<file path="config.mk">
export PLATFORM = sky130hd
export DESIGN_NAME = chunk_page_run_allocator_flat
export DESIGN_NICKNAME = d
export VERILOG_FILES = /design/src/hdl/cpra_pkg.sv /design/src/hdl/cpra_in_if.sv /design/src/hdl/cpra_out_if.sv /design/src/hdl/cpra_cfg_if.sv /design/src/hdl/cpra_ram.sv /design/src/hdl/cpra_ctrl.sv /design/src/hdl/chunk_page_run_allocator.sv /design/src/flat_wrapper.sv
export SDC_FILE = /design/constraint.sdc
export NUM_CORES = 1
export LEC_CHECK = 0
export ABC_AREA = 1
export BUFFER_PORTS_ARGS = -buffer_cell sky130_fd_sc_hd__buf_2
export CORE_MARGIN = 4
export CORE_UTILIZATION = 40
export CTS_CLUSTER_DIAMETER = 100
export DETAILED_ROUTE_END_ITERATION = 8
export PLACE_DENSITY = 0.51
export SLEW_MARGIN = 0
export SYNTH_ARGS = -nofsm -noshare
export SYNTH_HDL_FRONTEND = slang
export SYNTH_HIERARCHICAL = 1
export SYNTH_SLANG_ARGS = --single-unit
</file>
<file path="constraint.sdc">
create_clock -name clk -period 5.85 [get_ports clk]
set_input_delay 1.17 -clock clk [delete_from_list [all_inputs] [get_ports clk]]
set_output_delay 1.17 -clock clk [all_outputs]
set_load 0.02 [all_outputs]
</file>
<file path="src/hdl/cpra_pkg.sv">
// Shared constants, codes and types for the chunk page run allocator.
package cpra_pkg;

  localparam int CHUNK_PAGES   = 64;
  localparam int INITIAL_PAGES = 8;
  localparam int PAGE_W        = $clog2(CHUNK_PAGES);
  localparam int CNT_W         = PAGE_W + 1;
  localparam int KIND_W        = 3;

  localparam logic [CNT_W-1:0]  CHUNK_CNT = CNT_W'(CHUNK_PAGES);
  localparam logic [CNT_W-1:0]  INIT_CNT  =
      (INITIAL_PAGES < CHUNK_PAGES) ? CNT_W'(INITIAL_PAGES) : CNT_W'(CHUNK_PAGES);
  localparam logic [PAGE_W-1:0] PAGE_LAST = PAGE_W'(CHUNK_PAGES - 1);

  localparam logic [1:0] FN_LARGE = 2'd0;
  localparam logic [1:0] FN_SMALL = 2'd1;
  localparam logic [1:0] FN_FREE  = 2'd2;

  localparam logic [1:0] ST_OK      = 2'd0;
  localparam logic [1:0] ST_NOFIT   = 2'd1;
  localparam logic [1:0] ST_BADFREE = 2'd2;

  typedef enum logic [KIND_W-1:0] {
    PK_FREE   = 3'd0,
    PK_HEADER = 3'd1,
    PK_LHEAD  = 3'd2,
    PK_LFRAG  = 3'd3,
    PK_SHEAD  = 3'd4,
    PK_SFRAG  = 3'd5
  } kind_t;

  typedef enum logic [3:0] {
    S_CLEAR,
    S_IDLE,
    S_LSCAN,
    S_SSCAN,
    S_GCHK,
    S_GROW,
    S_LBACK,
    S_MARK,
    S_FREAD,
    S_FCLR,
    S_OWN,
    S_FIN
  } state_t;

  typedef struct packed {
    logic              we;
    logic [PAGE_W-1:0] waddr;
    kind_t             wdata;
    logic [PAGE_W-1:0] raddr;
  } kind_req_t;

  typedef struct packed {
    logic              we;
    logic [PAGE_W-1:0] waddr;
    logic [CNT_W-1:0]  wdata;
    logic [PAGE_W-1:0] raddr;
  } len_req_t;

endpackage

</file>
<file path="src/hdl/cpra_in_if.sv">
// Request channel: function code, page count and page index.
interface cpra_in_if;
  import cpra_pkg::*;
  logic              valid;
  logic              ready;
  logic [1:0]        func;
  logic [CNT_W-1:0]  page_count;
  logic [PAGE_W-1:0] page_index;
  modport source(output valid, func, page_count, page_index, input ready);
  modport sink(input valid, func, page_count, page_index, output ready);
endinterface

</file>
<file path="src/hdl/cpra_out_if.sv">
// Result channel: status, placed page, owner page, flags and counters.
interface cpra_out_if;
  import cpra_pkg::*;
  logic              valid;
  logic              ready;
  logic [1:0]        status;
  logic [PAGE_W-1:0] start_page;
  logic [PAGE_W-1:0] small_owner_page;
  logic              is_small_free;
  logic              became_full;
  logic              became_available;
  logic [CNT_W-1:0]  pages_allocated;
  logic [PAGE_W-1:0] pages_free;
  modport source(output valid, status, start_page, small_owner_page, is_small_free,
                 became_full, became_available, pages_allocated, pages_free,
                 input ready);
  modport sink(input valid, status, start_page, small_owner_page, is_small_free,
               became_full, became_available, pages_allocated, pages_free,
               output ready);
endinterface

</file>
<file path="src/hdl/cpra_cfg_if.sv">
// Configuration write channel for the deepest_chunk register.
interface cpra_cfg_if;
  logic valid;
  logic ready;
  logic data;
  modport source(output valid, data, input ready);
  modport sink(input valid, data, output ready);
endinterface

</file>
<file path="src/hdl/cpra_ram.sv">
// Generic single-write, single-read synchronous RAM with registered read data.
module cpra_ram #(
  parameter int AW = 6,
  parameter int DW = 3
) (
  input  logic          clk,
  input  logic          we,
  input  logic [AW-1:0] waddr,
  input  logic [DW-1:0] wdata,
  input  logic [AW-1:0] raddr,
  output logic [DW-1:0] rdata
);
  logic [DW-1:0] mem [2**AW];

  always_ff @(posedge clk) begin
    if (we) begin
      mem[waddr] <= wdata;
    end
  end

  always_ff @(posedge clk) begin
    rdata <= mem[raddr];
  end
endmodule

</file>
<file path="src/hdl/cpra_ctrl.sv">
// Sequencer: page map scans, growth, run marking, frees and the result register.
module cpra_ctrl (
  input  logic                     clk,
  input  logic                     rst_n,
  cpra_in_if.sink                  in_ch,
  cpra_out_if.source               out_ch,
  cpra_cfg_if.sink                 cfg_ch,
  output cpra_pkg::kind_req_t      kind_req,
  input  logic [cpra_pkg::KIND_W-1:0] kind_rdata,
  output cpra_pkg::len_req_t       len_req,
  input  logic [cpra_pkg::CNT_W-1:0]  len_rdata
);
  import cpra_pkg::*;

  state_t            state_r, state_nxt;
  logic              deepest_r;
  logic [1:0]        func_r, func_nxt;
  logic [CNT_W-1:0]  cnt_r, cnt_nxt;
  logic [PAGE_W-1:0] page_r, page_nxt;
  logic [CNT_W-1:0]  alloc_r, alloc_nxt;
  logic [CNT_W-1:0]  free_r, free_nxt;
  logic [CNT_W-1:0]  old_r, old_nxt;
  logic [CNT_W-1:0]  idx_r, idx_nxt;
  logic [PAGE_W-1:0] pidx_r, pidx_nxt;
  logic              pval_r, pval_nxt;
  logic [CNT_W-1:0]  run_r, run_nxt;
  logic [1:0]        status_r, status_nxt;
  logic [PAGE_W-1:0] start_r, start_nxt;
  logic [PAGE_W-1:0] owner_r, owner_nxt;
  logic              small_r, small_nxt;
  logic              avail_r, avail_nxt;

  logic              ov_r, ov_nxt;
  logic [1:0]        o_status_r, o_status_nxt;
  logic [PAGE_W-1:0] o_start_r, o_start_nxt;
  logic [PAGE_W-1:0] o_owner_r, o_owner_nxt;
  logic              o_small_r, o_small_nxt;
  logic              o_full_r, o_full_nxt;
  logic              o_avail_r, o_avail_nxt;
  logic [CNT_W-1:0]  o_alloc_r, o_alloc_nxt;
  logic [PAGE_W-1:0] o_free_r, o_free_nxt;

  kind_t             kind_rd;
  logic              in_fire, out_slot, is_free, l_hit, l_issue, s_issue;
  logic              lback_hit, own_hit, mark_last, can_grow, grow_done, fits_pre;
  logic              full_now;
  logic [CNT_W-1:0]  run_inc, grown, alloc_grow;
  logic [CNT_W:0]    grow_cand;

  assign in_fire   = in_ch.valid && in_ch.ready;
  assign in_ch.ready = (state_r == S_IDLE);
  assign cfg_ch.ready = 1'b1;
  assign out_slot  = !ov_r || out_ch.ready;

  assign kind_rd   = kind_t'(kind_rdata);
  assign is_free   = (kind_rd == PK_FREE);
  assign run_inc   = run_r + CNT_W'(1);
  assign l_hit     = pval_r && is_free && (run_inc == cnt_r);
  assign l_issue   = (idx_r < alloc_r);
  assign s_issue   = (idx_r != '0);
  assign lback_hit = pval_r && !is_free;
  assign own_hit   = pval_r && (kind_rd != PK_SFRAG);
  assign mark_last = (run_r == CNT_W'(1)) || (idx_r[PAGE_W-1:0] == PAGE_LAST);
  assign can_grow  = (CHUNK_CNT - alloc_r) > cnt_r;
  assign grown     = alloc_r - old_r;
  assign grow_done = (grown >= cnt_r);
  assign full_now  = (free_r == '0) && (alloc_r == CHUNK_CNT);
  assign fits_pre  = (in_ch.func == FN_LARGE) ? (in_ch.page_count <= free_r)
                                              : (in_ch.page_count < free_r);

  // Doubling stops at the chunk size; a non-deepest chunk jumps straight there.
  assign grow_cand  = deepest_r ? {alloc_r, 1'b0} : {1'b0, CHUNK_CNT};
  assign alloc_grow = (grow_cand > {1'b0, CHUNK_CNT} || grow_cand <= {1'b0, alloc_r})
                      ? CHUNK_CNT : grow_cand[CNT_W-1:0];

  always_ff @(posedge clk) begin
    if (!rst_n) begin
      state_r   <= S_CLEAR;
      deepest_r <= 1'b1;
      alloc_r   <= INIT_CNT;
      free_r    <= INIT_CNT - CNT_W'(1);
      idx_r     <= '0;
      pval_r    <= 1'b0;
      ov_r      <= 1'b0;
    end else begin
      state_r <= state_nxt;
      alloc_r <= alloc_nxt;
      free_r  <= free_nxt;
      idx_r   <= idx_nxt;
      pval_r  <= pval_nxt;
      ov_r    <= ov_nxt;
      if (cfg_ch.valid) begin
        deepest_r <= cfg_ch.data;
      end
    end
  end

  always_ff @(posedge clk) begin
    func_r     <= func_nxt;
    cnt_r      <= cnt_nxt;
    page_r     <= page_nxt;
    old_r      <= old_nxt;
    pidx_r     <= pidx_nxt;
    run_r      <= run_nxt;
    status_r   <= status_nxt;
    start_r    <= start_nxt;
    owner_r    <= owner_nxt;
    small_r    <= small_nxt;
    avail_r    <= avail_nxt;
    o_status_r <= o_status_nxt;
    o_start_r  <= o_start_nxt;
    o_owner_r  <= o_owner_nxt;
    o_small_r  <= o_small_nxt;
    o_full_r   <= o_full_nxt;
    o_avail_r  <= o_avail_nxt;
    o_alloc_r  <= o_alloc_nxt;
    o_free_r   <= o_free_nxt;
  end

  // Next state
  always_comb begin
    state_nxt = state_r;
    case (state_r)
      S_CLEAR: begin
        if (idx_r[PAGE_W-1:0] == PAGE_LAST) state_nxt = S_IDLE;
      end
      S_IDLE: begin
        if (in_fire) begin
          case (in_ch.func)
            FN_LARGE, FN_SMALL: begin
              if (in_ch.page_count == '0) state_nxt = S_FIN;
              else if (!fits_pre) state_nxt = S_GCHK;
              else if (in_ch.func == FN_LARGE) state_nxt = S_LSCAN;
              else state_nxt = S_SSCAN;
            end
            FN_FREE: begin
              state_nxt = ({1'b0, in_ch.page_index} < alloc_r) ? S_FREAD : S_FIN;
            end
            default: state_nxt = S_FIN;
          endcase
        end
      end
      S_LSCAN: begin
        if (l_hit) state_nxt = S_MARK;
        else if (!pval_r && !l_issue) state_nxt = S_GCHK;
      end
      S_SSCAN: begin
        if (l_hit) state_nxt = S_MARK;
        else if (!pval_r && !s_issue) state_nxt = S_GCHK;
      end
      S_GCHK: begin
        state_nxt = can_grow ? S_GROW : S_FIN;
      end
      S_GROW: begin
        if (grow_done) state_nxt = (func_r == FN_LARGE) ? S_LBACK : S_MARK;
      end
      S_LBACK: begin
        if (lback_hit || (!pval_r && !s_issue)) state_nxt = S_MARK;
      end
      S_MARK: begin
        if (mark_last) state_nxt = S_FIN;
      end
      S_FREAD: begin
        case (kind_rd)
          PK_LHEAD: state_nxt = (len_rdata == '0) ? S_FIN : S_FCLR;
          PK_SFRAG: state_nxt = S_OWN;
          default:  state_nxt = S_FIN;
        endcase
      end
      S_FCLR: begin
        if (mark_last) state_nxt = S_FIN;
      end
      S_OWN: begin
        if (own_hit) state_nxt = S_FIN;
      end
      S_FIN: begin
        if (out_slot) state_nxt = S_IDLE;
      end
      default: state_nxt = S_IDLE;
    endcase
  end

  // Datapath, memory ports and result register
  always_comb begin
    func_nxt   = func_r;
    cnt_nxt    = cnt_r;
    page_nxt   = page_r;
    alloc_nxt  = alloc_r;
    free_nxt   = free_r;
    old_nxt    = old_r;
    idx_nxt    = idx_r;
    pidx_nxt   = pidx_r;
    pval_nxt   = 1'b0;
    run_nxt    = run_r;
    status_nxt = status_r;
    start_nxt  = start_r;
    owner_nxt  = owner_r;
    small_nxt  = small_r;
    avail_nxt  = avail_r;

    ov_nxt       = ov_r && !out_ch.ready;
    o_status_nxt = o_status_r;
    o_start_nxt  = o_start_r;
    o_owner_nxt  = o_owner_r;
    o_small_nxt  = o_small_r;
    o_full_nxt   = o_full_r;
    o_avail_nxt  = o_avail_r;
    o_alloc_nxt  = o_alloc_r;
    o_free_nxt   = o_free_r;

    kind_req.we    = 1'b0;
    kind_req.waddr = idx_r[PAGE_W-1:0];
    kind_req.wdata = PK_FREE;
    kind_req.raddr = idx_r[PAGE_W-1:0];
    len_req.we     = 1'b0;
    len_req.waddr  = idx_r[PAGE_W-1:0];
    len_req.wdata  = cnt_r;
    len_req.raddr  = in_ch.page_index;

    case (state_r)
      S_CLEAR: begin
        kind_req.we    = 1'b1;
        kind_req.wdata = (idx_r == '0) ? PK_HEADER : PK_FREE;
        idx_nxt        = idx_r + CNT_W'(1);
      end
      S_IDLE: begin
        kind_req.raddr = in_ch.page_index;
        if (in_fire) begin
          func_nxt   = in_ch.func;
          cnt_nxt    = in_ch.page_count;
          page_nxt   = in_ch.page_index;
          run_nxt    = '0;
          status_nxt = ST_OK;
          start_nxt  = '0;
          owner_nxt  = '0;
          small_nxt  = 1'b0;
          avail_nxt  = 1'b0;
          idx_nxt    = (in_ch.func == FN_LARGE) ? CNT_W'(1) : alloc_r;
          case (in_ch.func)
            FN_LARGE, FN_SMALL: begin
              if (in_ch.page_count == '0) status_nxt = ST_NOFIT;
            end
            FN_FREE: begin
              if ({1'b0, in_ch.page_index} >= alloc_r) status_nxt = ST_BADFREE;
            end
            default: status_nxt = ST_OK;
          endcase
        end
      end
      S_LSCAN: begin
        if (l_issue) begin
          pval_nxt = 1'b1;
          pidx_nxt = idx_r[PAGE_W-1:0];
          idx_nxt  = idx_r + CNT_W'(1);
        end
        if (pval_r) begin
          run_nxt = is_free ? run_inc : '0;
          if (l_hit) begin
            start_nxt = PAGE_W'({1'b0, pidx_r} + CNT_W'(1) - cnt_r);
            idx_nxt   = {1'b0, pidx_r} + CNT_W'(1) - cnt_r;
            run_nxt   = cnt_r;
            free_nxt  = free_r - cnt_r;
          end
        end
      end
      S_SSCAN: begin
        kind_req.raddr = PAGE_W'(idx_r - CNT_W'(1));
        if (s_issue) begin
          pval_nxt = 1'b1;
          pidx_nxt = PAGE_W'(idx_r - CNT_W'(1));
          idx_nxt  = idx_r - CNT_W'(1);
        end
        if (pval_r) begin
          run_nxt = is_free ? run_inc : '0;
          if (l_hit) begin
            start_nxt = pidx_r;
            idx_nxt   = {1'b0, pidx_r};
            run_nxt   = cnt_r;
            free_nxt  = free_r - cnt_r;
          end
        end
      end
      S_GCHK: begin
        old_nxt = alloc_r;
        if (!can_grow) status_nxt = ST_NOFIT;
      end
      S_GROW: begin
        if (grow_done) begin
          if (func_r == FN_LARGE) begin
            free_nxt = free_r + grown;
            idx_nxt  = old_r;
          end else begin
            free_nxt  = free_r + grown - cnt_r;
            start_nxt = PAGE_W'(alloc_r - cnt_r);
            idx_nxt   = alloc_r - cnt_r;
            run_nxt   = cnt_r;
          end
        end else begin
          alloc_nxt = alloc_grow;
        end
      end
      S_LBACK: begin
        // Walk down from the old top to the highest page in use.
        if (s_issue) begin
          pval_nxt = 1'b1;
          pidx_nxt = idx_r[PAGE_W-1:0];
          idx_nxt  = idx_r - CNT_W'(1);
        end
        if (lback_hit || (!pval_r && !s_issue)) begin
          start_nxt = lback_hit ? pidx_r + PAGE_W'(1) : PAGE_W'(1);
          idx_nxt   = lback_hit ? {1'b0, pidx_r} + CNT_W'(1) : CNT_W'(1);
          run_nxt   = cnt_r;
          free_nxt  = free_r - cnt_r;
          pval_nxt  = 1'b0;
        end
      end
      S_MARK: begin
        kind_req.we = 1'b1;
        if (idx_r[PAGE_W-1:0] == start_r) begin
          kind_req.wdata = (func_r == FN_LARGE) ? PK_LHEAD : PK_SHEAD;
          len_req.we     = (func_r == FN_LARGE);
        end else begin
          kind_req.wdata = (func_r == FN_LARGE) ? PK_LFRAG : PK_SFRAG;
        end
        idx_nxt = idx_r + CNT_W'(1);
        run_nxt = run_r - CNT_W'(1);
      end
      S_FREAD: begin
        case (kind_rd)
          PK_LHEAD: begin
            avail_nxt = full_now && (len_rdata != '0);
            free_nxt  = free_r + len_rdata;
            idx_nxt   = {1'b0, page_r};
            run_nxt   = len_rdata;
          end
          PK_SHEAD: begin
            owner_nxt = page_r;
            small_nxt = 1'b1;
          end
          PK_SFRAG: begin
            small_nxt = 1'b1;
            idx_nxt   = {1'b0, page_r};
          end
          default: status_nxt = ST_BADFREE;
        endcase
      end
      S_FCLR: begin
        kind_req.we    = 1'b1;
        kind_req.wdata = PK_FREE;
        idx_nxt        = idx_r + CNT_W'(1);
        run_nxt        = run_r - CNT_W'(1);
      end
      S_OWN: begin
        // Page 0 holds the header, so the walk always stops.
        kind_req.raddr = PAGE_W'(idx_r - CNT_W'(1));
        if (s_issue) begin
          pval_nxt = 1'b1;
          pidx_nxt = PAGE_W'(idx_r - CNT_W'(1));
          idx_nxt  = idx_r - CNT_W'(1);
        end
        if (own_hit) begin
          owner_nxt = pidx_r;
          pval_nxt  = 1'b0;
        end
      end
      S_FIN: begin
        if (out_slot) begin
          ov_nxt       = 1'b1;
          o_status_nxt = status_r;
          o_start_nxt  = start_r;
          o_owner_nxt  = owner_r;
          o_small_nxt  = small_r;
          o_full_nxt   = (func_r == FN_LARGE || func_r == FN_SMALL) &&
                         (status_r == ST_OK) && full_now;
          o_avail_nxt  = avail_r;
          o_alloc_nxt  = alloc_r;
          o_free_nxt   = free_r[PAGE_W-1:0];
        end
      end
      default: begin
        idx_nxt = idx_r;
      end
    endcase
  end

  assign out_ch.valid            = ov_r;
  assign out_ch.status           = o_status_r;
  assign out_ch.start_page       = o_start_r;
  assign out_ch.small_owner_page = o_owner_r;
  assign out_ch.is_small_free    = o_small_r;
  assign out_ch.became_full      = o_full_r;
  assign out_ch.became_available = o_avail_r;
  assign out_ch.pages_allocated  = o_alloc_r;
  assign out_ch.pages_free       = o_free_r;
endmodule

</file>
<file path="src/hdl/chunk_page_run_allocator.sv">
// Top level of the chunk page run allocator: page map, run length store, sequencer.
// One request is worked at a time. After reset a clearing pass writes the page map,
// during which no request is taken. A large allocation scans the page map upward
// one page per cycle through its single read port, a small one scans it downward,
// and the run is then written into the page map one page per cycle; growth raises
// the grown page count and, for large runs, adds a downward scan from the old top.
// A large free clears its run in the page map, a small free of a fragment walks
// back to the run head. The result is held in an output register, so the next
// request may be taken while it waits.
module chunk_page_run_allocator (
  input  logic        clk,
  input  logic        rst_n,
  cpra_in_if.sink     in_ch,
  cpra_out_if.source  out_ch,
  cpra_cfg_if.sink    cfg_ch
);
  import cpra_pkg::*;

  kind_req_t         kind_req;
  len_req_t          len_req;
  logic [KIND_W-1:0] kind_rdata;
  logic [CNT_W-1:0]  len_rdata;

  cpra_ram #(.AW(PAGE_W), .DW(KIND_W)) u_kind_ram (
    .clk   (clk),
    .we    (kind_req.we),
    .waddr (kind_req.waddr),
    .wdata (kind_req.wdata),
    .raddr (kind_req.raddr),
    .rdata (kind_rdata)
  );

  cpra_ram #(.AW(PAGE_W), .DW(CNT_W)) u_len_ram (
    .clk   (clk),
    .we    (len_req.we),
    .waddr (len_req.waddr),
    .wdata (len_req.wdata),
    .raddr (len_req.raddr),
    .rdata (len_rdata)
  );

  cpra_ctrl u_ctrl (
    .clk        (clk),
    .rst_n      (rst_n),
    .in_ch      (in_ch),
    .out_ch     (out_ch),
    .cfg_ch     (cfg_ch),
    .kind_req   (kind_req),
    .kind_rdata (kind_rdata),
    .len_req    (len_req),
    .len_rdata  (len_rdata)
  );
endmodule

</file>
<file path="src/flat_wrapper.sv">
// flat-port wrapper written by rule: the top's interface ports become plain ports
module chunk_page_run_allocator_flat import cpra_pkg::*;
  (clk, rst_n, in_ch_valid, in_ch_func, in_ch_page_count, in_ch_page_index, in_ch_ready, out_ch_valid, out_ch_status, out_ch_start_page, out_ch_small_owner_page, out_ch_is_small_free, out_ch_became_full, out_ch_became_available, out_ch_pages_allocated, out_ch_pages_free, out_ch_ready, cfg_ch_valid, cfg_ch_data, cfg_ch_ready);
  cpra_in_if in_ch_i ();
  cpra_out_if out_ch_i ();
  cpra_cfg_if cfg_ch_i ();
  input  logic clk;
  input  logic rst_n;
  input wire logic [$bits(in_ch_i.valid)-1:0] in_ch_valid;
  input wire logic [$bits(in_ch_i.func)-1:0] in_ch_func;
  input wire logic [$bits(in_ch_i.page_count)-1:0] in_ch_page_count;
  input wire logic [$bits(in_ch_i.page_index)-1:0] in_ch_page_index;
  output wire logic [$bits(in_ch_i.ready)-1:0] in_ch_ready;
  output wire logic [$bits(out_ch_i.valid)-1:0] out_ch_valid;
  output wire logic [$bits(out_ch_i.status)-1:0] out_ch_status;
  output wire logic [$bits(out_ch_i.start_page)-1:0] out_ch_start_page;
  output wire logic [$bits(out_ch_i.small_owner_page)-1:0] out_ch_small_owner_page;
  output wire logic [$bits(out_ch_i.is_small_free)-1:0] out_ch_is_small_free;
  output wire logic [$bits(out_ch_i.became_full)-1:0] out_ch_became_full;
  output wire logic [$bits(out_ch_i.became_available)-1:0] out_ch_became_available;
  output wire logic [$bits(out_ch_i.pages_allocated)-1:0] out_ch_pages_allocated;
  output wire logic [$bits(out_ch_i.pages_free)-1:0] out_ch_pages_free;
  input wire logic [$bits(out_ch_i.ready)-1:0] out_ch_ready;
  input wire logic [$bits(cfg_ch_i.valid)-1:0] cfg_ch_valid;
  input wire logic [$bits(cfg_ch_i.data)-1:0] cfg_ch_data;
  output wire logic [$bits(cfg_ch_i.ready)-1:0] cfg_ch_ready;
  assign in_ch_i.valid = in_ch_valid;
  assign in_ch_i.func = in_ch_func;
  assign in_ch_i.page_count = in_ch_page_count;
  assign in_ch_i.page_index = in_ch_page_index;
  assign in_ch_ready = in_ch_i.ready;
  assign out_ch_valid = out_ch_i.valid;
  assign out_ch_status = out_ch_i.status;
  assign out_ch_start_page = out_ch_i.start_page;
  assign out_ch_small_owner_page = out_ch_i.small_owner_page;
  assign out_ch_is_small_free = out_ch_i.is_small_free;
  assign out_ch_became_full = out_ch_i.became_full;
  assign out_ch_became_available = out_ch_i.became_available;
  assign out_ch_pages_allocated = out_ch_i.pages_allocated;
  assign out_ch_pages_free = out_ch_i.pages_free;
  assign out_ch_i.ready = out_ch_ready;
  assign cfg_ch_i.valid = cfg_ch_valid;
  assign cfg_ch_i.data = cfg_ch_data;
  assign cfg_ch_ready = cfg_ch_i.ready;
  chunk_page_run_allocator u_core (.clk(clk), .rst_n(rst_n), .in_ch(in_ch_i), .out_ch(out_ch_i), .cfg_ch(cfg_ch_i));
endmodule
</file>
Word level (Yosys, flattened, before mapping)
Memories as Yosys holds them, arrays and structs flattened. A register that Yosys moved wholly into a read port is not among the register bits.
Index checks and enable logic that the tools add are counted.
Storage, ports and cells
  memory bits (read-only): 0
  bits in latches: 0
  memories: 2
  register bits: 109
  bits in writable memories: 640
  logic and storage cells: 266
  output and inout port bits: 33
  input port bits: 21
Memory list
  u_core.u_len_ram.mem: words 64, bits a word 7, read ports 1, clocked after Yosys merged registers in 1, write ports 1, RTL line cpra_ram.sv:13  | logic [DW-1:0] mem [2**AW];
  u_core.u_kind_ram.mem: words 64, bits a word 3, read ports 1, clocked after Yosys merged registers in 1, write ports 1, RTL line cpra_ram.sv:13
Cells by class
  shift operators: 0
  bitwise operators: 1
  $add $sub $neg: 14
  magnitude comparators: 9
  div/mod/pow operators: 0
  equality and inequality tests: 48
  reduce and logical (&&, ||, !) cells: 63
  multipliers: 0
  mux-type cells: 103
Operators with widths (number)
  $mux 7: 28
  $mux 6: 14
  $pmux 7 s8: 1
  $mux 4: 13
  $pmux 4 s11: 1
  $pmux 7 s6: 1
  $pmux 6 s3: 2
  $sub 7x7->7: 5
  $ne 2x2->1 const B: 17
  $pmux 6 s5: 1
  $logic_not 7->1: 4
  $pmux 7 s4: 1
  $mux 1: 21
  $reduce_and 9->1: 2
  $eq 4x3->1 const B: 4
  $eq 4x4->1 const B: 4
  $reduce_and 4->1: 4
  $add 7x1->7 const B: 2
  $add 7x7->7: 2
  $lt 7x7->1: 2
  $reduce_bool 7->1: 2
  $sub 7x1->7 const B: 2
  $logic_and 1x1->1: 12
  $mux 2: 6
  other kinds (50): 87

Depth between registers and ports, before layout
Gate-level depths: netlist of the first run.
  depth after elaboration: 7
  depth in mapped cells: 22
  mapped depth without buffers: 20

Hierarchy
The synthesis of the first run kept the hierarchy.
Modules (own cells, without submodules)
  cpra_ram (u_core.u_len_ram): cells each 1590, sequential area each 13593.0 µm², area each 18545.3 µm², instances 1
  cpra_ctrl: cells each 1165, sequential area each 2752.6 µm², area each 8355.5 µm², instances 1
  cpra_ram (u_core.u_kind_ram): cells each 751, sequential area each 5825.6 µm², area each 8226.6 µm², instances 1

Least setup slack after synthesis of the first run
Ideal clock, no wire load.
  path type: reg-to-reg
  start: register u_core.u_ctrl.idx_r[0]
  end: memory u_core.u_kind_ram.mem[0][0], data pin
  stages on the path, launching flop included: 9
  buffers on the path: 2
  data required time: 5.148 ns
  arrival: 3.831 ns
  slack: 1.317 ns
  setup time: 0.702 ns
  period minus slack after synthesis: 4.533 ns
  path through: dfxtp_1 > buf_2 > clkinv_1 > ha_1 > inv_1 > nor2_1 > nand3_1 > buf_2 > o21ai_0
RTL lines
  start: declaration: RTL line cpra_ctrl.sv:23  | logic [CNT_W-1:0] idx_r, idx_nxt;
  start signal: assignment: RTL line cpra_ctrl.sv:89  | idx_r <= idx_nxt;
  end: declaration: RTL line cpra_ram.sv:13

==> results of run 1 <==
[stage by stage]
stage          util (%)  power [mW]  instance area (µm²)
3_3_place_gp      41.69       9.662                36230
2_1_floorplan         -       8.708                35130
4_1_cts           44.68       14.70                38830
6_report          44.69       14.56                38830
3_5_place_dp      41.69       9.649                36230
5_1_grt           44.68       15.30                38830
[sequential cells by signal, indices dropped and copies added (netlist names), 2 cells and up]
register,cells
u_core/u_ctrl/old_r,4
u_core/u_ctrl/out_ch.pages_free,6
u_core/u_ctrl/run_r,7
u_core/u_ctrl/cnt_r,7
u_core/u_ctrl/page_r,6
u_core/u_ctrl/status_r,2
u_core/u_len_ram/mem,448
u_core/u_kind_ram/rdata,3
u_core/u_ctrl/func_r,2
u_core/u_ctrl/out_ch.status,2
u_core/u_ctrl/out_ch.pages_allocated,4
u_core/u_ctrl/owner_r,6
u_core/u_ctrl/out_ch.small_owner_page,6
u_core/u_ctrl/state_r,4
u_core/u_ctrl/pidx_r,6
u_core/u_ctrl/alloc_r,4
u_core/u_ctrl/out_ch.start_page,6
u_core/u_len_ram/rdata,7
u_core/u_ctrl/free_r,7
u_core/u_kind_ram/mem,192
u_core/u_ctrl/idx_r,7
u_core/u_ctrl/start_r,6
[critical path, stage by stage (launching register included)]
cell                       delay (ns)
sky130_fd_sc_hd__dfxtp_1         0.35
sky130_fd_sc_hd__nor2_1          0.29
sky130_fd_sc_hd__nand2_1         0.31
sky130_fd_sc_hd__inv_2           0.27
sky130_fd_sc_hd__nor2_1          0.09
sky130_fd_sc_hd__inv_1           0.26
sky130_fd_sc_hd__nor2_1          0.12
sky130_fd_sc_hd__inv_1           0.17
sky130_fd_sc_hd__o211ai_1        0.21
sky130_fd_sc_hd__inv_4           0.74
sky130_fd_sc_hd__nand2_1         0.13
sky130_fd_sc_hd__nand3_1         0.11
sky130_fd_sc_hd__nand3_1         0.10
sky130_fd_sc_hd__nand2_1         0.08
sky130_fd_sc_hd__nand2_1         0.07
sky130_fd_sc_hd__nand3_1         0.11
sky130_fd_sc_hd__nand3_1         0.12
sky130_fd_sc_hd__nand2_1         0.09
[report_power, final]
| part | switching [mW] | internal [mW] |
|---|---|---|
| Clock | 2.15 | 2.87 |
| Sequential | 0.108 | 6.19 |
| Combinational | 2.40 | 0.842 |
| Total | 4.66 | 9.90 |
[final cells by class]
cell class	instances	area share, %
Sequential cell	750	57.10
Clock inverter	44	1.086
Clock buffer	104	5.607
Antenna cell	2	0.01289
Timing Repair Buffer	93	1.634
Tap cell	1155	3.722
Multi-Input combinational cell	2395	29.05
Inverter	183	1.792
[worst max path at each step]
stage | from | end | slack, ns | depth (start not counted)
after global placement | u_core/u_ctrl/idx_r[0] | u_core/u_len_ram/mem[36][3] | 2.08 | 7
after floorplan | u_core/u_ctrl/idx_r[0] | u_core/u_kind_ram/mem[0][0] | 1.32 | 8
after detailed placement | u_core/u_ctrl/idx_r[0] | u_core/u_len_ram/mem[2][4] | 2.08 | 7
after global routing | u_core/u_ctrl/state_r[3] | u_core/u_kind_ram/rdata[0] | 1.78 | 18
final | u_core/u_ctrl/state_r[3] | u_core/u_kind_ram/rdata[2] | 2.09 | 17
after CTS | u_core/u_ctrl/idx_r[0] | u_core/u_len_ram/mem[58][2] | 2.04 | 7
[kinds of logic (layout without fill, tap and decap cells)]
group,after synthesis,count (layout),share of synthesized area [%]
AO/OA/AOI/OAI,159,159,2.618
XOR/XNOR,25,25,0.6233
adder cells (fa/ha/maj),65,65,2.422
buffers and inverters,363,424,4.915
flip-flops,750,750,63.12
other,2,6,0.02138
AND/OR/NAND/NOR,2142,2142,26.28
[per-layer routing]
layer	wire length (µm)	global-route usage, %
met2	45220	32.99
met5	0	0
met4	2981	6.418
met1	46180	30.59
met3	6508	3.654
[Yosys cell counts (13+ instances only)]
master	instances
sky130_fd_sc_hd__a21oi_1	54
sky130_fd_sc_hd__buf_1	14
sky130_fd_sc_hd__buf_2	83
sky130_fd_sc_hd__buf_4	46
sky130_fd_sc_hd__clkbuf_1	26
sky130_fd_sc_hd__dfxtp_1	35
sky130_fd_sc_hd__edfxtp_1	715
sky130_fd_sc_hd__ha_1	60
sky130_fd_sc_hd__inv_1	156
sky130_fd_sc_hd__inv_2	22
sky130_fd_sc_hd__nand2_1	1124
sky130_fd_sc_hd__nand3_1	659
sky130_fd_sc_hd__nand4_1	38
sky130_fd_sc_hd__nor2_1	242
sky130_fd_sc_hd__nor3_1	24
sky130_fd_sc_hd__nor4_1	13
sky130_fd_sc_hd__o21ai_0	47
sky130_fd_sc_hd__xor2_1	18
==> metrics.md, run 1 <==
| Metric | Value |
|---|---|
| Run status | `finished clean` |
| Max-capacitance violation count | `0` |
| Storage cell area | `22170 µm²` |
| Grt ovf | `0` |
| Yosys reg bits | `750` |
| Number of cells produced by synthesis | `3506` |
| Classification of the worst setup path | `reg2reg` |
| Final estimated routing congestion in global placement | `0.9090` |
| Post-CTS setup-driven buffer insertion count | `0` |
| Worst flop-to-flop path startpoint | `u_core/u_ctrl/state_r[3]` |
| Worst reg2reg setup slack | `2.09 ns` |
| Clock transition at the registers of the reported paths | `0.06 ns` |
| Number of iterations in the first detailed-routing pass | `6` |
| Commonest register cell after synthesis | `sky130_fd_sc_hd__edfxtp_1` |
| Endpoints failing hold | `0` |
| Post-synthesis sequential area ratio | `63.12%` |
| Instance count along the most critical hold path | `0` |
| Fill cell count | `8315` |
| Final-stage net count | `3593` |
| WL/cell | `21.35 µm` |
| Antenna violations before repair | `2` |
| Worst Setup Slack, final | `2.086 ns` |
| Commonest cells after routing, fill and taps aside | `sky130_fd_sc_hd__nand2_1 (1124), sky130_fd_sc_hd__edfxtp_1 (715), sky130_fd_sc_hd__nand3_1 (659), sky130_fd_sc_hd__nor2_1 (240), sky130_fd_sc_hd__inv_1 (155)` |
| Worst slew margin | `25.58%` |
| Peak Freq | `265.7 MHz` |
| Areal power density over the cells | `375.1 nW/µm²` |
| Data required time at the worst endpoint | `6.42 ns` |
| Proportion of layout cells with a drive suffix above 1 | `7.537%` |
| # hold bufs at CTS | `0` |
| Lkg Pwr | `14.63 nW` |
| TritonCTS Buffers | `84` |
| H-tree depth reported by CTS | `3` |
| Routed wire length | `100900 µm` |
| Placed wire-length estimate after detailed placement | `62420 µm` |
| Setup violation total in the final timing report | `0` |
| Cell Area, Synth | `35130 µm²` |
| Maximum clock insertion buffer count | `3` |
| DIE WIDTH | `304.3 µm` |
| Launch instance of the worst min-delay path | `u_core/u_ctrl/owner_r[2]` |
| Worst-skew pair later-pin latency | `0.64 ns` |
| Clock tree from TritonCTS | `built` |
| Drt drc | `0` |
| Critical path startpoint category | `register` |
| Area contributors post-synth | `sky130_fd_sc_hd__edfxtp_1 (61%), sky130_fd_sc_hd__nand2_1 (12%), sky130_fd_sc_hd__nand3_1 (9.4%)` |
| Cell chosen for the clock root | `sky130_fd_sc_hd__clkbuf_16` |
| Area Growth Syn to Fin | `10.54%` |
| First-pass GRT wire length | `152200 µm` |
| Multi-input combinational cell area | `11280 µm²` |
| Tightest Pin Transition | `1.112 ns` |
| Number of gates resized after CTS | `0` |
| Period minus WS final | `3.764 ns` |
| Post-synth EDFFs | `715` |
| GR Util All Layers | `21.22%` |
| Initial standard-cell utilization of the core | `40.43%` |
| Worst Setup Slack post-DPL | `2.082 ns` |
| Final worst-path cycle share | `64.34%` |
| R2r endpoint | `u_core/u_kind_ram/rdata[2]` |
| Die height | `304.3 µm` |
| Clock skew | `0.03329 ns` |
| Most common library cell in the layout ignoring fill and taps | `sky130_fd_sc_hd__nand2_1` |
| Final number of max-transition violations | `0` |
| Inst Count DP | `4576` |
| Iter 0 DRT Violations | `2373` |
| Unrepaired setup endpoints after global routing | `no` |
| Warnings from Yosys | `6` |
| Core Footprint | `86890 µm²` |
| Avg Cell Area, Syn | `10.02 µm²` |
| Post-synth cell types | `57` |
| Count of nets left with antenna violations after detail routing | `0` |
| Sinks on the clock net | `750` |
| Port Buffer Count | `49` |
| Share of flip-flops with an asynchronous set or reset after synthesis | `0%` |
| Worst-path fanout max | `96` |
| Fin Setup TNS | `0 ns` |
| Number of global-route vias before repair | `24.32k` |
| Cells on worst reg2reg path | `17` |
| Top-Level Pins | `54` |
| Proportion of netlist area held by the largest area contributor | `61.12%` |
| Layout Cells excl Fill | `4726` |
| Worst voltage drop across the vdd grid | `0.2515 mV` |
| Via count of the routed design | `25.29k` |
| Cell row count | `108` |
| Worst hold slack | `0.4052 ns` |
| Vias per inst | `5.351` |
| Die area | `92620 µm²` |
| Pin count of the biggest net entering global routing | `137` |
| Type of element capturing the critical path | `register` |
| Leading area contributor after synthesis | `sky130_fd_sc_hd__edfxtp_1` |
| End of the worst hold path | `u_core/u_ctrl/out_ch.small_owner_page[2]` |
| Path category of the worst min-delay check | `reg2reg` |
| Arrival time at the worst endpoint | `4.34 ns` |
No activity file was read; power rests on OpenSTA's default activity.
==> run 2: changes to the inputs <==
--- a/config.mk
+++ b/config.mk
@@ -11,7 +11,7 @@
 export CORE_UTILIZATION = 40
 export CTS_CLUSTER_DIAMETER = 100
 export DETAILED_ROUTE_END_ITERATION = 8
-export PLACE_DENSITY = 0.51
+export PLACE_DENSITY = 0.53
 export SLEW_MARGIN = 0
 export SYNTH_ARGS = -nofsm -noshare
 export SYNTH_HDL_FRONTEND = slang
==> constraint.sdc (replaced) <==
create_clock -name clk -period 3.2 [get_ports clk]
set_input_delay 0.64 -clock clk [delete_from_list [all_inputs] [get_ports clk]]
set_output_delay 0.64 -clock clk [all_outputs]
set_load 0.02 [all_outputs]
==> run 2 against run 1 <==
Against the previous run: fmax grew 25%; via count rose by 2.3%; die area unchanged; sequential share of layout area shrank 1.5 points; worst hold slack got worse by 0.21 ns; final area up 2.7%; sequential power grew 83%; global-route usage increased by 0.16 points; highest routed layer unchanged.
==> metrics.md, run 2 (synthesis gave the netlist of run 1 again) <==
| Metric | Value |
|---|---|
| Setup violation total in the final timing report | `0 (unchanged)` |
| GR Util All Layers | `21.38% (was 21.22%)` |
| DIE WIDTH | `304.3 µm (unchanged)` |
| Path category of the worst min-delay check | `in2reg (was reg2reg)` |
| Worst Setup Slack post-DPL | `0.07211 ns (was 2.082 ns)` |
| Port Buffer Count | `49 (unchanged)` |
| Period minus WS final | `3.009 ns (was 3.764 ns)` |
| GR Layer Usage met1 | `29.83% (was 30.59%)` |
| Critical path startpoint category | `register (unchanged)` |
| Via count of the routed design | `25.87k (was 25.29k)` |
| Count of nets left with antenna violations after detail routing | `0 (unchanged)` |
| Cell chain of the critical path | `ha_1, inv_1, fa_1, fa_1, xor2_1, ha_1, a21oi_1, nand3_1, nand2_1, nand3_1, inv_1, nand2_1, nand3_1, nand2_1, nor2_1, nor2_1 (was nor2_1, nand2_1, inv_2, nor2_1, inv_1, nor2_1, inv_1, o211ai_1, inv_4, nand2_1, nand3_1, nand3_1, nand2_1, nand2_1, nand3_1, nand3_1, nand2_1)` |
| Run status | `finished clean (unchanged)` |
| Cells on worst reg2reg path | `16 (was 17)` |
| Worst voltage drop across the vdd grid | `0.6361 mV (was 0.2515 mV)` |
| Worst flop-to-flop path startpoint | `u_core/u_ctrl/old_r[3] (was u_core/u_ctrl/state_r[3])` |
| Routed wire length | `101400 µm (was 100900 µm)` |
| TritonCTS Buffers | `82 (was 84)` |
| Inst Count DP | `4703 (was 4576)` |
| First-pass GRT wire length | `154000 µm (was 152200 µm)` |
| Maximum clock insertion buffer count | `3 (unchanged)` |
| Clock transition at the registers of the reported paths | `0.06 ns (about the same)` |
| # hold bufs at CTS | `0 (unchanged)` |
| Worst-skew pair later-pin latency | `0.64 ns (about the same)` |
| Worst Setup Slack, final | `0.1909 ns (was 2.086 ns)` |
| Die area | `92620 µm² (unchanged)` |
| Worst-path fanout max | `4 (was 96)` |
| Arrival time at the worst endpoint | `3.55 ns (was 4.34 ns)` |
| Core Footprint | `86890 µm² (unchanged)` |
| Post-DP Area | `37280 µm² (was 36230 µm²)` |
| Number of iterations in the first detailed-routing pass | `6 (unchanged)` |
| Layout Cells excl Fill | `4855 (was 4726)` |
| Cell at the slowest stage of the critical path | `sky130_fd_sc_hd__fa_1 (was sky130_fd_sc_hd__inv_4)` |
| Fin Setup TNS | `0 ns (unchanged)` |
| Commonest cells after routing, fill and taps aside | `sky130_fd_sc_hd__nand2_1 (1124), sky130_fd_sc_hd__edfxtp_1 (715), sky130_fd_sc_hd__nand3_1 (659), sky130_fd_sc_hd__nor2_1 (239), sky130_fd_sc_hd__buf_4 (163) (was sky130_fd_sc_hd__nand2_1 (1124), sky130_fd_sc_hd__edfxtp_1 (715), sky130_fd_sc_hd__nand3_1 (659), sky130_fd_sc_hd__nor2_1 (240), sky130_fd_sc_hd__inv_1 (155))` |
| Met2 Resource Use GR | `34.82% (was 32.99%)` |
| Most Used Layer, Global Route | `met2 (unchanged)` |
| Power, Total | `26.67 mW (was 14.56 mW)` |
| Iter 0 DRT Violations | `2359 (was 2373)` |
| Number of global-route vias before repair | `24.96k (was 24.32k)` |
| Vias per inst | `5.329 (was 5.351)` |
| Final number of max-transition violations | `0 (unchanged)` |
| Clock skew | `0.02346 ns (was 0.03329 ns)` |
| Storage cell area | `22170 µm² (unchanged)` |
| Placed wire-length estimate after detailed placement | `65080 µm (was 62420 µm)` |
| Type of element capturing the critical path | `register (unchanged)` |
| H-tree depth reported by CTS | `3 (unchanged)` |
| Launch instance of the worst min-delay path | `cfg_ch_valid (was u_core/u_ctrl/owner_r[2])` |
| Data required time at the worst endpoint | `3.74 ns (was 6.42 ns)` |
| Max FFs per register | `448 (unchanged)` |
| Final estimated routing congestion in global placement | `0.9560 (was 0.9090)` |
| Worst hold slack | `0.1915 ns (was 0.4052 ns)` |
| Lkg Pwr | `15.33 nW (was 14.63 nW)` |
| Sinks on the clock net | `750 (unchanged)` |
| Final-stage net count | `3720 (was 3593)` |
| Met3 capacity usage during global routing | `3.424% (was 3.654%)` |
| ANT cells | `0 (was 2)` |
| Proportion of layout cells with a drive suffix above 1 | `11.03% (was 7.537%)` |
| Most common library cell in the layout ignoring fill and taps | `sky130_fd_sc_hd__nand2_1 (unchanged)` |
| Register bank with the most flops | `u_core/u_len_ram/mem (unchanged)` |
| Top-Level Pins | `54 (unchanged)` |
| Die height | `304.3 µm (unchanged)` |
| Final design utilization | `45.89% (was 44.69%)` |
| Worst reg2reg setup slack | `0.19 ns (was 2.09 ns)` |
| Antenna violations before repair | `1 (was 2)` |
| Fill cell count | `8302 (was 8315)` |
| Peak Freq | `332.3 MHz (was 265.7 MHz)` |
| Worst slew margin | `36.00% (was 25.58%)` |
| Summed area of non-filler cells in the final layout | `39870 µm² (was 38830 µm²)` |
| Grt ovf | `0 (unchanged)` |
| Largest registers | `u_core/u_len_ram/mem x448, u_core/u_kind_ram/mem x192 (unchanged)` |
| Max-capacitance violation count | `0 (unchanged)` |
| Tightest Pin Transition | `0.9590 ns (was 1.112 ns)` |
| Cell chosen for the clock root | `sky130_fd_sc_hd__clkbuf_16 (unchanged)` |
| R2r endpoint | `u_core/u_ctrl/free_r[6] (was u_core/u_kind_ram/rdata[2])` |
| Slowest stage delay, CP | `0.48 ns (was 0.74 ns)` |
| Unrepaired setup endpoints after global routing | `no (unchanged)` |
| Classification of the worst setup path | `reg2reg (unchanged)` |
| Multi-input combinational cell area | `11310 µm² (was 11280 µm²)` |
| Endpoints failing hold | `0 (unchanged)` |
| Clock tree from TritonCTS | `built (unchanged)` |
| Areal power density over the cells | `668.8 nW/µm² (was 375.1 nW/µm²)` |
| Final worst-path cycle share | `94.04% (was 64.34%)` |
| WL/cell | `20.89 µm (was 21.35 µm)` |
| Cell row count | `108 (unchanged)` |
| Instance count along the most critical hold path | `2 (was 0)` |
| Pin count of the biggest net entering global routing | `115 (was 137)` |
| End of the worst hold path | `u_core/u_ctrl/deepest_r (was u_core/u_ctrl/out_ch.small_owner_page[2])` |
| Area Growth Syn to Fin | `13.51% (was 10.54%)` |
| Initial standard-cell utilization of the core | `40.43% (unchanged)` |
| Drt drc | `0 (unchanged)` |
==> run 2: cell types whose count changed in the layout (fill, tap and decap cells not counted), moves of 2 or more <==
cell and change:
sky130_fd_sc_hd__clkinv_1 -8, sky130_fd_sc_hd__clkbuf_1 +6, sky130_fd_sc_hd__buf_12 +7, sky130_fd_sc_hd__clkinvlp_4 -2, sky130_fd_sc_hd__clkinv_2 +6, sky130_fd_sc_hd__buf_4 +122
sky130_fd_sc_hd__inv_1 -3, sky130_fd_sc_hd__clkinv_4 +2, sky130_fd_sc_hd__diode_2 -2, sky130_fd_sc_hd__clkinv_8 -2, sky130_fd_sc_hd__inv_2 +2
==> run 2: metal layers <==
metal | up-vias | share of wire (%)
li1 | 12336 | -
met5 | - | 0
met1 | 12537 | 44
met4 | 0 | 2.7
met2 | 842 | 47
met3 | 158 | 5.9
==> run 2: how the worst max path moves through the flow <==
stage	startpoint	end	slack [ns]
after global placement	u_core/u_ctrl/old_r[5]	u_core/u_ctrl/run_r[3]	0.11
after floorplan	u_core/u_ctrl/cnt_r[6]	u_core/u_ctrl/run_r[0]	0.006
after detailed placement	u_core/u_ctrl/old_r[5]	u_core/u_ctrl/run_r[1]	0.07
after global routing	u_core/u_ctrl/state_r[0]	u_core/u_kind_ram/rdata[0]	0.009
after CTS	u_core/u_ctrl/state_r[2]	u_core/u_kind_ram/rdata[2]	0.05
final	u_core/u_ctrl/old_r[3]	u_core/u_ctrl/free_r[6]	0.19
==> run 2: where the power goes <==
| part | switching, mW | internal (mW) |
|---|---|---|
| Clock | 3.88 | 5.20 |
| Sequential | 0.189 | 11.3 |
| Combinational | 4.40 | 1.69 |
==> run 2: area by class of cell <==
| type | count | area share (%) |
|---|---|---|
| repair buffers | 222 | 4.239 |
| clock buffers | 111 | 5.551 |
| multi-input cells | 2395 | 28.37 |
| flip-flops and latches | 750 | 55.60 |
| well taps | 1155 | 3.624 |
| clock inverters | 39 | 0.8535 |
| inverters | 183 | 1.763 |
==> run 2: worst max-delay path, delay by kind of cell (launching register included) <==
family	cells	cell delay, ns
xor+xnor	1	0.20
buf+inv	2	0.16
simple gates	8	0.52
fa+ha+maj	4	1.42
flops	1	0.41
compound gates	1	0.20
==> run 2: timing repair <==
| action | 4_1_cts | 5_1_grt |
|---|---|---|
| endpoints found under the setup margin | 0 | 21 |
| resized for setup | 0 | 6 |
| setup buffers | 0 | 2 |
